[config.mk]
export PLATFORM = sky130hd
export DESIGN_NAME = particle_sensor_frame_parser
export DESIGN_NICKNAME = d
export VERILOG_FILES = /design/src/design/psfp_pkg.sv /design/src/design/particle_sensor_frame_parser.sv /design/src/design/psfp_in_reg.sv /design/src/design/psfp_parser.sv /design/src/design/psfp_out_reg.sv
export SDC_FILE = /design/constraint.sdc
export NUM_CORES = 1
export LEC_CHECK = 0
export ABC_AREA = 1
export BUFFER_PORTS_ARGS = -buffer_cell sky130_fd_sc_hd__clkbuf_2
export CORE_UTILIZATION = 61
export CTS_BUF_LIST = sky130_fd_sc_hd__clkbuf_4 sky130_fd_sc_hd__clkbuf_8
export DETAILED_ROUTE_END_ITERATION = 10
export MAX_ROUTING_LAYER = met4
export PLACE_DENSITY = 0.8
export SLEW_MARGIN = 25
export SYNTH_ARGS = -nofsm -noshare
export SYNTH_HDL_FRONTEND = slang
export SYNTH_SLANG_ARGS = --single-unit
[constraint.sdc]
create_clock -name clk -period 4.6 [get_ports clk]
set_input_delay 1.15 -clock clk [delete_from_list [all_inputs] [get_ports clk]]
set_output_delay 1.15 -clock clk [all_outputs]
set_load 0.005 [all_outputs]
[src/design/psfp_pkg.sv]
// Shared types and constants for the particle sensor frame parser.
// No dependencies; imported by every module of the block except psfp_in_reg.
package psfp_pkg;

  // Frame header and length
  localparam logic [7:0] HDR_FIRST  = 8'h42;
  localparam logic [7:0] HDR_SECOND = 8'h4d;
  localparam int unsigned BODY_BYTES = 30;

  // Body positions (bytes counted after the header)
  localparam logic [4:0] POS_PM25_HI = 5'd4;
  localparam logic [4:0] POS_PM25_LO = 5'd5;
  localparam logic [4:0] POS_PM10_HI = 5'd6;
  localparam logic [4:0] POS_PM10_LO = 5'd7;
  localparam logic [4:0] POS_SUM_HI  = 5'd28;
  localparam logic [4:0] POS_LAST    = 5'(BODY_BYTES - 1);

  // Header bytes seed the running sum
  localparam logic [15:0] HDR_SUM = {8'h00, HDR_FIRST} + {8'h00, HDR_SECOND};

  // Status codes
  localparam logic STATUS_GOOD = 1'b0;
  localparam logic STATUS_BAD  = 1'b1;

  // Hunt state, one-hot
  typedef enum logic [2:0] {
    PH_HUNT   = 3'b001,
    PH_SECOND = 3'b010,
    PH_BODY   = 3'b100
  } phase_t;

  // Result handed from the parser to the output register
  typedef struct packed {
    logic        valid;
    logic        status;
    logic [15:0] pm25;
    logic [15:0] pm10;
  } result_t;

endpackage

[src/design/particle_sensor_frame_parser.sv]
// Particle sensor frame parser, top level.
// Two register stages: psfp_in_reg holds the byte, psfp_out_reg then raises result_valid.
// Throughput: one byte per cycle; input stalls only while a result waits under result_stall.
// Reset (rst, synchronous): hunt restarts, parser sums and readings clear to zero.
// Depends on psfp_pkg, psfp_in_reg, psfp_parser, psfp_out_reg.
module particle_sensor_frame_parser (
  input  logic        clk,
  input  logic        rst,
  input  logic        rx_valid,
  output logic        rx_stall,
  input  logic [7:0]  rx_byte,
  output logic        result_valid,
  input  logic        result_stall,
  output logic        status,
  output logic [15:0] pm25_reading,
  output logic [15:0] pm10_reading
);
  import psfp_pkg::*;

  logic       advance;
  logic       byte_valid;
  logic [7:0] byte_data;
  result_t    res;

  // Input byte register
  psfp_in_reg u_in_reg (
    .clk        (clk),
    .rst        (rst),
    .rx_valid   (rx_valid),
    .rx_stall   (rx_stall),
    .rx_byte    (rx_byte),
    .advance    (advance),
    .byte_valid (byte_valid),
    .byte_data  (byte_data)
  );

  // Frame parsing
  psfp_parser u_parser (
    .clk       (clk),
    .rst       (rst),
    .step      (byte_valid && advance),
    .byte_data (byte_data),
    .res       (res)
  );

  // Result register
  psfp_out_reg u_out_reg (
    .clk          (clk),
    .rst          (rst),
    .res          (res),
    .advance      (advance),
    .result_valid (result_valid),
    .result_stall (result_stall),
    .status       (status),
    .pm25_reading (pm25_reading),
    .pm10_reading (pm10_reading)
  );

endmodule

[src/design/psfp_in_reg.sv]
// Input register of the frame parser: holds one received byte.
// No package dependencies; the parser consumes what it holds.
module psfp_in_reg (
  input  logic       clk,
  input  logic       rst,
  input  logic       rx_valid,
  output logic       rx_stall,
  input  logic [7:0] rx_byte,
  input  logic       advance,
  output logic       byte_valid,
  output logic [7:0] byte_data
);

  logic accept;

  // Take a new request whenever the held byte moves on or none is held
  assign rx_stall = byte_valid && !advance;
  assign accept   = rx_valid && !rx_stall;

  // Hold the valid flag
  always_ff @(posedge clk) begin
    if (rst) begin
      byte_valid <= 1'b0;
    end else if (accept) begin
      byte_valid <= 1'b1;
    end else if (advance) begin
      byte_valid <= 1'b0;
    end
  end

  // Capture the byte
  always_ff @(posedge clk) begin
    if (accept) begin
      byte_data <= rx_byte;
    end
  end

endmodule

[src/design/psfp_parser.sv]
// Header hunt, checksum accumulation and reading capture, one byte a step.
// Depends on psfp_pkg for the header constants, phase_t and result_t.
module psfp_parser (
  input  logic                clk,
  input  logic                rst,
  input  logic                step,
  input  logic [7:0]          byte_data,
  output psfp_pkg::result_t   res
);
  import psfp_pkg::*;

  phase_t      phase, phase_next;
  logic [4:0]  byte_position, byte_position_next;
  logic [15:0] running_sum, running_sum_next;
  logic [7:0]  sent_sum_high, sent_sum_high_next;
  logic [15:0] frame_pm25, frame_pm25_next;
  logic [15:0] frame_pm10, frame_pm10_next;
  logic [15:0] good_pm25, good_pm25_next;
  logic [15:0] good_pm10, good_pm10_next;
  logic        bad;

  assign bad = ({sent_sum_high, byte_data} != running_sum);

  // Next state for one byte
  always_comb begin
    phase_next         = phase;
    byte_position_next = byte_position;
    running_sum_next   = running_sum;
    sent_sum_high_next = sent_sum_high;
    frame_pm25_next    = frame_pm25;
    frame_pm10_next    = frame_pm10;
    good_pm25_next     = good_pm25;
    good_pm10_next     = good_pm10;
    res.valid          = 1'b0;
    res.status         = STATUS_GOOD;
    res.pm25           = good_pm25;
    res.pm10           = good_pm10;
    unique case (phase)
      PH_SECOND: begin
        if (byte_data == HDR_SECOND) begin
          phase_next         = PH_BODY;
          byte_position_next = '0;
          running_sum_next   = HDR_SUM;
          sent_sum_high_next = '0;
          frame_pm25_next    = '0;
          frame_pm10_next    = '0;
        end else begin
          // broken header: drop this byte, hunt again from the next
          phase_next = PH_HUNT;
        end
      end
      PH_BODY: begin
        // sum covers frame bytes up to 29, i.e. body positions below 28
        if (byte_position < POS_SUM_HI) begin
          running_sum_next = running_sum + {8'h00, byte_data};
        end
        if (byte_position == POS_PM25_HI || byte_position == POS_PM25_LO) begin
          frame_pm25_next = {frame_pm25[7:0], byte_data};
        end
        if (byte_position == POS_PM10_HI || byte_position == POS_PM10_LO) begin
          frame_pm10_next = {frame_pm10[7:0], byte_data};
        end
        if (byte_position == POS_SUM_HI) begin
          sent_sum_high_next = byte_data;
        end
        if (byte_position == POS_LAST) begin
          // check and report, then forget the frame
          if (!bad) begin
            good_pm25_next = frame_pm25;
            good_pm10_next = frame_pm10;
          end
          res.valid          = step;
          res.status         = bad ? STATUS_BAD : STATUS_GOOD;
          res.pm25           = bad ? good_pm25 : frame_pm25;
          res.pm10           = bad ? good_pm10 : frame_pm10;
          phase_next         = PH_HUNT;
          byte_position_next = '0;
          running_sum_next   = '0;
          sent_sum_high_next = '0;
          frame_pm25_next    = '0;
          frame_pm10_next    = '0;
        end else begin
          byte_position_next = byte_position + 5'd1;
        end
      end
      default: begin
        phase_next = (byte_data == HDR_FIRST) ? PH_SECOND : PH_HUNT;
      end
    endcase
  end

  // Advance state on each byte
  always_ff @(posedge clk) begin
    if (rst) begin
      phase         <= PH_HUNT;
      byte_position <= '0;
      running_sum   <= '0;
      sent_sum_high <= '0;
      frame_pm25    <= '0;
      frame_pm10    <= '0;
      good_pm25     <= '0;
      good_pm10     <= '0;
    end else if (step) begin
      phase         <= phase_next;
      byte_position <= byte_position_next;
      running_sum   <= running_sum_next;
      sent_sum_high <= sent_sum_high_next;
      frame_pm25    <= frame_pm25_next;
      frame_pm10    <= frame_pm10_next;
      good_pm25     <= good_pm25_next;
      good_pm10     <= good_pm10_next;
    end
  end

endmodule

[src/design/psfp_out_reg.sv]
// Result register of the frame parser, driving the result channel.
// Depends on psfp_pkg for result_t.
module psfp_out_reg (
  input  logic              clk,
  input  logic              rst,
  input  psfp_pkg::result_t res,
  output logic              advance,
  output logic              result_valid,
  input  logic              result_stall,
  output logic              status,
  output logic [15:0]       pm25_reading,
  output logic [15:0]       pm10_reading
);
  import psfp_pkg::*;

  // Upstream may move whenever this register is empty or draining
  assign advance = !result_valid || !result_stall;

  // Hold the valid flag
  always_ff @(posedge clk) begin
    if (rst) begin
      result_valid <= 1'b0;
    end else if (res.valid) begin
      result_valid <= 1'b1;
    end else if (!result_stall) begin
      result_valid <= 1'b0;
    end
  end

  // Load the payload
  always_ff @(posedge clk) begin
    if (res.valid) begin
      status       <= res.status;
      pm25_reading <= res.pm25;
      pm10_reading <= res.pm10;
    end
  end

endmodule

==> summary.txt <==
# setup viols final: 0
Crit. Startpoint: result_stall
post-route cell area: 7790 um2
reg2reg start: u_in_reg.byte_data[6]
mapped cell area: 7160 um2
complex-gate fraction of the synthesized area: 0.108
Most Frequent Cell on Critical Path: clkbuf_2
Die Wd: 110 um
Inserted Clock Buffers: 17
Vias/cell: 5.28
initial antenna violation count: 0
# diodes: 0
adder-cell share of the synthesized area: 0.0238
detailed placer's ending HPWL: 10,400 um
DRT iter0 DRCs: 642
Max Root-Sink Buffers: 2
syn avg cell area: 7.08 um2
worst path required time: 3.45 ns
Power per Cell Area: 302 nW/um2
Hold Vio Cnt, Final: 0
Peak VDD IR: 0.331 mV
root buffer cell: clkbuf_8
first-pass GRT wire length: 25,600 um
1st-pass router iterations: 4
Mapped Nets: 1,036
CP endpoint kind: output pin
Synth-to-Final Area Change: 8.72%
hold path start: u_parser.running_sum[0]
period utilisation layout: 0.589
CTS H-Tree Depth: 4
Slowest Stage Delay on Critical Path: 0.13 ns
Seq pwr share: 0.541
CTS clk-pin slew, worst paths: 0.08 ns
final slew viol count: 0
WS Path Type: primary input to output pin
Routed Antenna Nets: 0
NetSw: 0.000577 W
CP Launch Type: primary input
vias in the first global route: 5,675
Seq. cell area: 3190 um2
Worst Path Arrival: 1.56 ns
total gr overflow: 0
Core Footprint: 11,400 um2
row count: 39
Core Util, Final: 0.682
Worst path slowest cell: nor2_1
register area share after synthesis: 0.446
crit-path cells: clkbuf_2 -> nand2_1 -> nor2_1 -> clkbuf_2
DR vias: 6,300
# hold bufs at CTS: 0
Internal: 0.00178 W
sw frac: 0.245
number of library cell types mapped by synthesis: 35
Max Fclk: 0.369 GHz
worst-margin pin slew: 0.766 ns
xor-xnor portion of the synthesized cell area: 0.00367
Setup Skew: 0.0130 ns
Final min period: 2.71 ns
Max-Cap Viols: 0
post-synthesis mux area share: 0
die area: 12,200 um2
Post-Route WL: 15,300 um
routed length per instance: 12.8 um
Port Buf Inserts: 46
status: complete, no violations
PostCTS Resize Cnt: 0
DRC Markers: 0
CTS sink count: 139
placed cell area: 7390 um2
synthesized instance count: 1,011
setup bufs post-CTS: 0
RSZ-0062 raised after global routing: false
All-Layer GR Usage: 0.279
worst skew pair latency: 0.45 ns
critical path peak fanout: 3
Initial Util: 0.627
Worst Hold Class: flop to flop
Yosys warning total: 0
clock power share: 0.427
largest family of logic cells by synthesized area: simple AND/OR/NAND/NOR gates
Multi-input gate area: 3120 um2
RePlAce Congestion: 0.969
nets: 1,063
Worst Path Buf+Inv: 2
simple-gate share of the synthesized area: 0.298
share of cells above drive strength 1: 0.122
die height: 110 um
relative slew slack: 0.489
combinational power share: 0.033
I/O pins: 47
Leakage: 3.25 nW
setup TNS: 0 ns
FF+latch count, synth: 139
CTS tree: done
total power: 0.00235 W
CP delay by family, top: buffers and inverters
layout filler cell count: 978
dpl cells: 1,162
Cell Count, Final, Fillers Out: 1,194
largest net degree at the start of global routing: 67
## cell usage after synthesis (all sizes together)
library cell    n  area share
or2             1     0.00087
o211ai          3      0.0031
dfxtp          98        0.27
nand4           7      0.0061
nor3            5      0.0035
nand2         318        0.17
clkinv          1     0.00070
edfxtp         41        0.17
fa              1      0.0028
ha             12       0.021
inv           164       0.086
xor2            3      0.0037
nand3         113       0.084
buf            29       0.026
clkbuf         15      0.0079
o21ai          49       0.036
nor4            1     0.00087
a31oi           1     0.00087
a21oi          95       0.067
nor2           52       0.032
nor3b           1      0.0010
a21o            1      0.0010
## worst min-delay path: cells and delay by family (launching register included)
family	cells	cell delay (ns)
AO/OA/AOI/OAI	1	0.05
flip-flops	1	0.32
AND/OR/NAND/NOR	1	0.06
## cell usage in the layout (no fill, tap or decap), types with 6 or more instances in the layout
cell | netlist | final
o21ai_1 | 44 | 44
nand3_1 | 109 | 109
clkbuf_2 | 0 | 46
dfxtp_1 | 98 | 98
inv_1 | 141 | 141
nand2_2 | 7 | 6
buf_4 | 11 | 6
clkbuf_8 | 0 | 17
edfxtp_1 | 41 | 41
nand4_1 | 7 | 7
a21oi_1 | 94 | 94
inv_2 | 22 | 22
nand2_1 | 310 | 310
clkinv_4 | 0 | 7
ha_1 | 12 | 12
nor2_1 | 47 | 46
## routing by layer
layer,GRT usage,share of wire,wire [um]
met5,-,0,0
met4,0.0977,0.014,207
met3,0.0741,0.055,839
met1,0.344,0.46,7030
met2,0.441,0.47,7180
## stage by stage
stage	hold slack (ns)	worst slack, ns
global placement	0.461	1.69
global route	0.495	1.76
CTS	0.477	1.87
detailed placement	0.462	1.65
floorplan	0.436	2.10
finish	0.474	1.89
## cell families (layout without fill, tap and decap cells)
| group | after synthesis | in the layout |
|---|---|---|
| adder cells (fa/ha/maj) | 13 | 13 |
| flip-flops | 139 | 139 |
| AO/OA/AOI/OAI | 149 | 149 |
| XOR/XNOR | 3 | 3 |
| AND/OR/NAND/NOR | 498 | 498 |
| buffers and inverters | 209 | 249 |
## final cells by class
type                       instances  share of cell area
tap                              143              0.0230
clock inverter                    15              0.0212
sequential                       139               0.410
timing repair buffer              52              0.0354
inverter                         165              0.0800
clock buffer                      17              0.0300
multi-input combinational        663               0.400
## worst paths after layout
path,endpoint,cells past startpoint,slack [ns]
setup reg to reg,u_out_reg.pm10_reading[5],10,2.00
setup / recovery,rx_stall,4,1.89
hold reg to reg,u_parser.running_sum[0],2,0.47
hold / removal,u_parser.running_sum[0],2,0.47
## power groups by stage
stage	clock [W]	combinational (W)	sequential, W
3_3_place_gp	0	0.0000760	0.00130
3_5_place_dp	0	0.0000766	0.00130
2_1_floorplan	0	0.0000577	0.00130
6_report	0.00100	0.0000770	0.00127
4_1_cts	0.00101	0.0000770	0.00127
5_1_grt	0.00107	0.0000872	0.00127
## flip-flops by register name, indices dropped and copies added, names as in the netlist
register / flops
u_parser.frame_pm10: 16
u_parser.byte_position: 5
u_out_reg.status: 1
u_parser.frame_pm25: 16
u_out_reg.result_valid: 1
u_parser.good_pm10: 16
u_parser.running_sum: 16
u_parser.phase: 3
u_parser.sent_sum_high: 8
u_out_reg.pm10_reading: 16
u_in_reg.byte_data: 8
u_out_reg.pm25_reading: 16
u_parser.good_pm25: 16
u_in_reg.byte_valid: 1
No activity file was read; power rests on OpenSTA's default activity.
